<file path="config.mk">
export PLATFORM = sky130hd
export DESIGN_NAME = quicksort_lomuto_engine_unit
export DESIGN_NICKNAME = d
export VERILOG_FILES = /design/src/hdl/qsle_pkg.sv /design/src/hdl/qsle_ram.sv /design/src/hdl/quicksort_lomuto_engine_unit.sv
export SDC_FILE = /design/constraint.sdc
export NUM_CORES = 2
export LEC_CHECK = 0
export BUFFER_PORTS_ARGS = -buffer_cell sky130_fd_sc_hd__buf_2
export CORE_UTILIZATION = 55
export CTS_CLUSTER_DIAMETER = 80
export DETAILED_ROUTE_END_ITERATION = 8
export PLACE_DENSITY_LB_ADDON = 0.2
export SKIP_CTS_REPAIR_TIMING = 1
export SLEW_MARGIN = 20
export SYNTH_ARGS = -nofsm -noshare
export SYNTH_HDL_FRONTEND = slang
export SYNTH_SLANG_ARGS = --single-unit
</file>
<file path="constraint.sdc">
create_clock -name clk -period 5 [get_ports clk]
set_input_delay 1 -clock clk [delete_from_list [all_inputs] [get_ports clk]]
set_output_delay 1 -clock clk [all_outputs]
set_load 0.02 [all_outputs]
</file>
<file path="src/hdl/qsle_pkg.sv">
`default_nettype none
package qsle_pkg;

	localparam int DEPTH     = 64;
	localparam int WORD_BITS = 32;
	localparam int IDX_W     = $clog2(DEPTH);
	localparam int CNT_W     = IDX_W + 1;
	localparam int SPAN_W    = 2 * CNT_W;

	localparam logic [CNT_W-1:0] CNT_ZERO = '0;
	localparam logic [CNT_W-1:0] CNT_ONE  = CNT_W'(1);
	localparam logic [CNT_W-1:0] CNT_TWO  = CNT_W'(2);
	localparam logic [CNT_W-1:0] CNT_FULL = CNT_W'(DEPTH);

	typedef struct packed {
		logic [CNT_W-1:0] lo;
		logic [CNT_W-1:0] hi;
	} span_t;

	typedef enum logic [3:0] {
		ST_LOAD,
		ST_START,
		ST_POP,
		ST_POP_WAIT,
		ST_PIVOT_WAIT,
		ST_SCAN_RD,
		ST_SCAN_CMP,
		ST_SWAP_A,
		ST_SWAP_B,
		ST_FIN_RD,
		ST_FIN_A,
		ST_FIN_B,
		ST_EMIT_RD,
		ST_EMIT_WAIT
	} state_t;

endpackage
`default_nettype wire

</file>
<file path="src/hdl/qsle_ram.sv">
`default_nettype none
module qsle_ram #(
	parameter int ADDR_W = 6,
	parameter int DATA_W = 32
) (
	input  wire logic              clk,
	input  wire logic              we,
	input  wire logic [ADDR_W-1:0] waddr,
	input  wire logic [DATA_W-1:0] wdata,
	input  wire logic [ADDR_W-1:0] raddr,
	output logic      [DATA_W-1:0] rd_data
);

	logic [DATA_W-1:0] mem_q [2**ADDR_W];
	logic [DATA_W-1:0] rd_data_q;

	always_ff @(posedge clk) begin
		if (we) begin
			mem_q[waddr] <= wdata;
		end
		rd_data_q <= mem_q[raddr];
	end

	assign rd_data = rd_data_q;

endmodule
`default_nettype wire

</file>
<file path="src/hdl/quicksort_lomuto_engine_unit.sv">
// Items are accepted while loading; the input is ready only while loading.
// After the item marked last, the set is sorted in place by one comparator and
// one element memory with a separate read port and write port.
// Results then leave in sorted order through a registered output that holds while m_tready is low.
// Reset (arst_n low, asynchronous) empties the set and the range stack; the
// element and range memories are not cleared and need no clearing pass.
`default_nettype none
module quicksort_lomuto_engine_unit
	import qsle_pkg::*;
(
	input  wire logic                 clk,
	input  wire logic                 arst_n,
	input  wire logic                 s_tvalid,
	output logic                      s_tready,
	input  wire logic [WORD_BITS-1:0] s_tdata,   // value[31:0]
	input  wire logic                 s_tlast,
	output logic                      m_tvalid,
	input  wire logic                 m_tready,
	output logic      [WORD_BITS-1:0] m_tdata,   // sorted_value[31:0]
	output logic                      m_tlast
);

	state_t state_q, state_d;
	logic [CNT_W-1:0] count_q, count_d;
	logic [CNT_W-1:0] sp_q, sp_d;
	logic [CNT_W-1:0] lo_q, lo_d;
	logic [CNT_W-1:0] hi_q, hi_d;
	logic [CNT_W-1:0] k_q, k_d;
	logic [CNT_W-1:0] slot_q, slot_d;
	logic [WORD_BITS-1:0] pivot_q, pivot_d;
	logic [WORD_BITS-1:0] tmp_q, tmp_d;
	logic out_valid_q, out_valid_d;
	logic out_last_q, out_last_d;
	logic [WORD_BITS-1:0] out_data_q, out_data_d;

	logic                 el_we;
	logic [IDX_W-1:0]     el_waddr;
	logic [WORD_BITS-1:0] el_wdata;
	logic [IDX_W-1:0]     el_raddr;
	logic [WORD_BITS-1:0] el_rdata;

	logic             st_we;
	logic [IDX_W-1:0] st_waddr;
	span_t            st_wdata;
	logic [IDX_W-1:0] st_raddr;
	span_t            st_rdata;

	logic [CNT_W-1:0] hi_m1;
	logic [CNT_W-1:0] stk_hi_m1;
	logic             less;
	logic             out_free;

	assign hi_m1     = hi_q - CNT_ONE;
	assign stk_hi_m1 = st_rdata.hi - CNT_ONE;
	assign less      = el_rdata < pivot_q;
	assign out_free  = !out_valid_q || m_tready;

	qsle_ram #(.ADDR_W(IDX_W), .DATA_W(WORD_BITS)) u_elem_ram (
		.clk     (clk),
		.we      (el_we),
		.waddr   (el_waddr),
		.wdata   (el_wdata),
		.raddr   (el_raddr),
		.rd_data (el_rdata)
	);

	qsle_ram #(.ADDR_W(IDX_W), .DATA_W(SPAN_W)) u_stack_ram (
		.clk     (clk),
		.we      (st_we),
		.waddr   (st_waddr),
		.wdata   (st_wdata),
		.raddr   (st_raddr),
		.rd_data (st_rdata)
	);

	always_ff @(posedge clk or negedge arst_n) begin
		if (!arst_n) begin
			state_q     <= ST_LOAD;
			count_q     <= CNT_ZERO;
			sp_q        <= CNT_ZERO;
			out_valid_q <= 1'b0;
		end else begin
			state_q     <= state_d;
			count_q     <= count_d;
			sp_q        <= sp_d;
			out_valid_q <= out_valid_d;
		end
	end

	always_ff @(posedge clk) begin
		lo_q       <= lo_d;
		hi_q       <= hi_d;
		k_q        <= k_d;
		slot_q     <= slot_d;
		pivot_q    <= pivot_d;
		tmp_q      <= tmp_d;
		out_last_q <= out_last_d;
		out_data_q <= out_data_d;
	end

	always_comb begin
		state_d     = state_q;
		count_d     = count_q;
		sp_d        = sp_q;
		lo_d        = lo_q;
		hi_d        = hi_q;
		k_d         = k_q;
		slot_d      = slot_q;
		pivot_d     = pivot_q;
		tmp_d       = tmp_q;
		out_valid_d = out_valid_q && !m_tready;
		out_last_d  = out_last_q;
		out_data_d  = out_data_q;
		s_tready    = 1'b0;
		el_we       = 1'b0;
		el_waddr    = count_q[IDX_W-1:0];
		el_wdata    = s_tdata;
		el_raddr    = k_q[IDX_W-1:0];
		st_we       = 1'b0;
		st_waddr    = sp_q[IDX_W-1:0];
		st_wdata    = '{lo: CNT_ZERO, hi: count_q};
		st_raddr    = sp_q[IDX_W-1:0] - IDX_W'(1);

		case (state_q)
			ST_LOAD: begin
				s_tready = 1'b1;
				if (s_tvalid) begin
					if (count_q != CNT_FULL) begin
						el_we   = 1'b1;
						count_d = count_q + CNT_ONE;
					end
					if (s_tlast) begin
						state_d = ST_START;
					end
				end
			end
			ST_START: begin
				sp_d = CNT_ZERO;
				if (count_q >= CNT_TWO) begin
					st_we    = 1'b1;
					st_waddr = '0;
					sp_d     = CNT_ONE;
				end
				state_d = ST_POP;
			end
			ST_POP: begin
				if (sp_q == CNT_ZERO) begin
					k_d     = CNT_ZERO;
					state_d = ST_EMIT_RD;
				end else begin
					sp_d    = sp_q - CNT_ONE;
					state_d = ST_POP_WAIT;
				end
			end
			ST_POP_WAIT: begin
				lo_d     = st_rdata.lo;
				hi_d     = st_rdata.hi;
				el_raddr = stk_hi_m1[IDX_W-1:0];
				state_d  = ST_PIVOT_WAIT;
			end
			ST_PIVOT_WAIT: begin
				pivot_d = el_rdata;
				k_d     = lo_q;
				slot_d  = lo_q;
				state_d = ST_SCAN_RD;
			end
			ST_SCAN_RD: begin
				if (k_q == hi_m1) begin
					state_d = ST_FIN_RD;
				end else begin
					el_raddr = k_q[IDX_W-1:0];
					state_d  = ST_SCAN_CMP;
				end
			end
			ST_SCAN_CMP: begin
				tmp_d = el_rdata;
				if (less && k_q != slot_q) begin
					el_raddr = slot_q[IDX_W-1:0];
					state_d  = ST_SWAP_A;
				end else begin
					if (less) begin
						slot_d = slot_q + CNT_ONE;
					end
					k_d     = k_q + CNT_ONE;
					state_d = ST_SCAN_RD;
				end
			end
			ST_SWAP_A: begin
				el_we    = 1'b1;
				el_waddr = k_q[IDX_W-1:0];
				el_wdata = el_rdata;
				state_d  = ST_SWAP_B;
			end
			ST_SWAP_B: begin
				el_we    = 1'b1;
				el_waddr = slot_q[IDX_W-1:0];
				el_wdata = tmp_q;
				slot_d   = slot_q + CNT_ONE;
				k_d      = k_q + CNT_ONE;
				state_d  = ST_SCAN_RD;
			end
			ST_FIN_RD: begin
				el_raddr = slot_q[IDX_W-1:0];
				state_d  = ST_FIN_A;
			end
			ST_FIN_A: begin
				el_we    = 1'b1;
				el_waddr = hi_m1[IDX_W-1:0];
				el_wdata = el_rdata;
				st_wdata = '{lo: slot_q + CNT_ONE, hi: hi_q};
				if (hi_q > slot_q + CNT_TWO && sp_q != CNT_FULL) begin
					st_we = 1'b1;
					sp_d  = sp_q + CNT_ONE;
				end
				state_d = ST_FIN_B;
			end
			ST_FIN_B: begin
				el_we    = 1'b1;
				el_waddr = slot_q[IDX_W-1:0];
				el_wdata = pivot_q;
				st_wdata = '{lo: lo_q, hi: slot_q};
				if (slot_q > lo_q + CNT_ONE && sp_q != CNT_FULL) begin
					st_we = 1'b1;
					sp_d  = sp_q + CNT_ONE;
				end
				state_d = ST_POP;
			end
			ST_EMIT_RD: begin
				el_raddr = k_q[IDX_W-1:0];
				state_d  = ST_EMIT_WAIT;
			end
			ST_EMIT_WAIT: begin
				el_raddr = k_q[IDX_W-1:0];
				if (out_free) begin
					out_valid_d = 1'b1;
					out_data_d  = el_rdata;
					out_last_d  = (k_q + CNT_ONE) == count_q;
					k_d         = k_q + CNT_ONE;
					if ((k_q + CNT_ONE) == count_q) begin
						count_d = CNT_ZERO;
						sp_d    = CNT_ZERO;
						state_d = ST_LOAD;
					end else begin
						state_d = ST_EMIT_RD;
					end
				end
			end
			default: begin
				state_d = ST_LOAD;
			end
		endcase
	end

	assign m_tvalid = out_valid_q;
	assign m_tdata  = out_data_q;
	assign m_tlast  = out_last_q;

endmodule
`default_nettype wire
</file>
==> results.txt <==
Fraction of registers with async set/reset = 0.606%
Critical Path Start = u_elem_ram.rd_data[27]$_DFF_P_
# IOs = 72
Final core occ = 64.0%
Unrepaired setup endpoints after global routing = yes
First-pass GRT wire length = 486000 um
Nets = 7942
Setup ws final = -0.0160 ns
Pre-Repair DR Iteration Count = 6
GRT Overall Usage = 30.2%
Initial antenna violation count = 17
Clock insertion delay at the later pin of the skew report = 0.99 ns
Fmax = 199 MHz
Die ar. = 0.226 sq mm
Detailed placer's ending HPWL = 211000 um
DRC Markers = 0
Synth top cells by count = edfxtp_1, nand2_1, mux2i_1
Gr ovfl total = 0
Post-synthesis simple-gate area fraction = 6.15%
CTS tree = done
Crit start category = flop
Register area share after synthesis = 76.0%
Slew HR = 23.1%
Share of the synthesized area in the top cell type = 74.9%
Worst Path Arrival = 5.60 ns
Leading area contributor after synthesis = edfxtp_1
Final ANT Viol Nets = 0
Seq cells post-synth = 3134
Clock transition at path regs = 0.06 ns
Worst endpoint required time = 5.58 ns
Routed wire length per instance = 30.9 um
WL final = 342000 um
CTS max path bufs = 4
Vias per inst = 6.39
Port Buffers = 71
Rows = 173
GPL Wtd Cong = 0.901
CP Cell Sequence = buf_4 > ha_1 > nand4_1 > or4_1 > o22ai_1 > or3_4 > nand2b_2 > o311a_2 > or3_4 > buf_12 > buf_4 > o22ai_1 > o21ai_2 > and4_1 > nand4_1
Crit path time final = 5.02 ns
Chip height = 475 um
Reg2reg start = u_elem_ram.rd_data[27]$_DFF_P_
Nature of the critical path endpoint = flop
Synthesized area = 0.123 sq mm
Final Max Slew Viols = 0
Worst path max stage delay = 0.56 ns
Synth Net Count = 7378
Starting Density = 55.4%
Worst Hold Class = primary input to async pin
Post-synthesis instance total = 7280
Clock sinks = 3134
Die W = 475 um
Maxcap violations = 0
CP top delay family = simple AND/OR/NAND/NOR gates
CTS Buf Count = 328
Synth Area in XOR/XNOR = 0.406%
Status = complete, but fails checks
Largest family of logic cells by synthesized area = multiplexers
Final Hold Vio Count = 0
Share of cells above drive strength 1 = 19.6%
Starting DRT DRC Count = 8986
Adder-cell share of the synthesized area = 0.642%
Fin Setup TNS = -0.0160 ns
Core footprint = 0.222 sq mm
Post-synthesis mux area share = 10.2%
Synthesis warning total = 0
Final period util = 100%
Synth Flop Type = edfxtp_1
Critical path buffers and inverters = 3
Number of global-route vias before repair = 68391
Count leader, synth = edfxtp_1
Mapped Avg Cell Area = 16.9 sq um
Post-synthesis cell type count = 81
Worst-Margin Slew = 1.14 ns
Slowest CP cell = or4_1
Crit Path Max Fanout = 21
Final Hold Slack = 0.0219 ns
Routed vias = 70770
Critical path class = flop to flop
Final setup fails = 1
Clk_skew = 0.121 ns
Violated checks = setup timing
H-tree depth = 5
Post-synth EDFFs = 3069
Root buf cell = clkbuf_16
Area contributors post-synth = edfxtp_1, mux4_2, mux2i_1
Largest net degree at the start of global routing = 101
Synth-to-Final Area Change = 15.6%
Compound-Gate Fraction of Synth Area = 4.86%
==> cells by family (layout without fill, tap and decap cells) <==
| family | Yosys count | in the layout |
|---|---|---|
| compound gates | 931 | 931 |
| mux | 884 | 884 |
| buf+inv | 483 | 1286 |
| simple gates | 1728 | 1728 |
| flops | 3134 | 3134 |
| other cells | 0 | 15 |
| xor+xnor | 57 | 57 |
| fa+ha+maj | 63 | 63 |
==> state kept, by name, indices dropped and copies added (netlist names), 14 cells and up <==
name / flops
u_elem_ram.mem_q: 2048
u_stack_ram.mem_q: 896
m_tdata: 32
pivot_q: 32
tmp_q: 32
u_elem_ram.rd_data: 32
u_stack_ram.rd_data: 14
==> per-stage QoR <==
| step | cell area, sq um | setup WS, ns | instances |
|---|---|---|---|
| 2_1_floorplan | 123000 | 0.304 | 7280 |
| 3_3_place_gp | 132000 | -0.684 | 10479 |
| 3_5_place_dp | 132000 | -0.683 | 10479 |
| 4_1_cts | 142000 | -0.734 | 11048 |
| 5_1_grt | 142000 | -0.0474 | 11065 |
| 6_report | 142000 | -0.0160 | 11073 |
==> cells in the final DEF, fill, tap and decap left out, drive strengths merged, types with 19 or more instances in the layout <==
cell type and n:
inv 58, bufinv 19, xor2 30, a221oi 23, nand4 92, and3 74, dfxtp 46, o21a 28
o21ai 197, clkinv 140, edfxtp 3069, nor2 232, dfrtp 19, a32oi 82, xnor2 27, a211oi 23
mux4 295, a221o 20, a22oi 20, mux2i 584, a31oi 100, a21oi 141, buf 665, nand3 245
o22ai 242, ha 60, clkbuf 397, nand2 978
==> path summary, 6_finish.rpt <==
check / endpoint / slack (ns) / cells after the start
min reg2reg: hi_q[6]$_DFFE_PP_ / 0.41 / 0
min: sp_q[2]$_DFFE_PN0P_ / 0.02 / 1
max in group asynchronous: sp_q[0]$_DFFE_PN0P_ / 4.58 / 1
max reg2reg: u_elem_ram.rd_data[8]$_DFF_P_ / -0.02 / 15
max: u_elem_ram.rd_data[8]$_DFF_P_ / -0.02 / 15
min in group clk: hi_q[6]$_DFFE_PP_ / 0.41 / 0
==> cell type report <==
class                      count  area [sq um]
antenna                       15          37.5
clock buffer                 396          8660
clock inverter               173          1410
fill                       15334         79900
inverter                      51           191
multi-input combinational   3663         28500
sequential                  3134         93600
tap                         2975          3720
timing repair buffer         666          6290
==> layer usage <==
metal / GRT usage [%] / vias to the layer above / part of all wire (%)
li1: - / 29872 / -
met1: 40.9 / 36436 / 38
met2: 47.5 / 3745 / 47
met3: 4.89 / 709 / 8.7
met4: 15.8 / 8 / 5.7
met5: 0 / - / 0.018
Power is left out: the tool's default activity adds up to more than one toggle a clock period on the data nets, which glitch-free logic cannot reach.
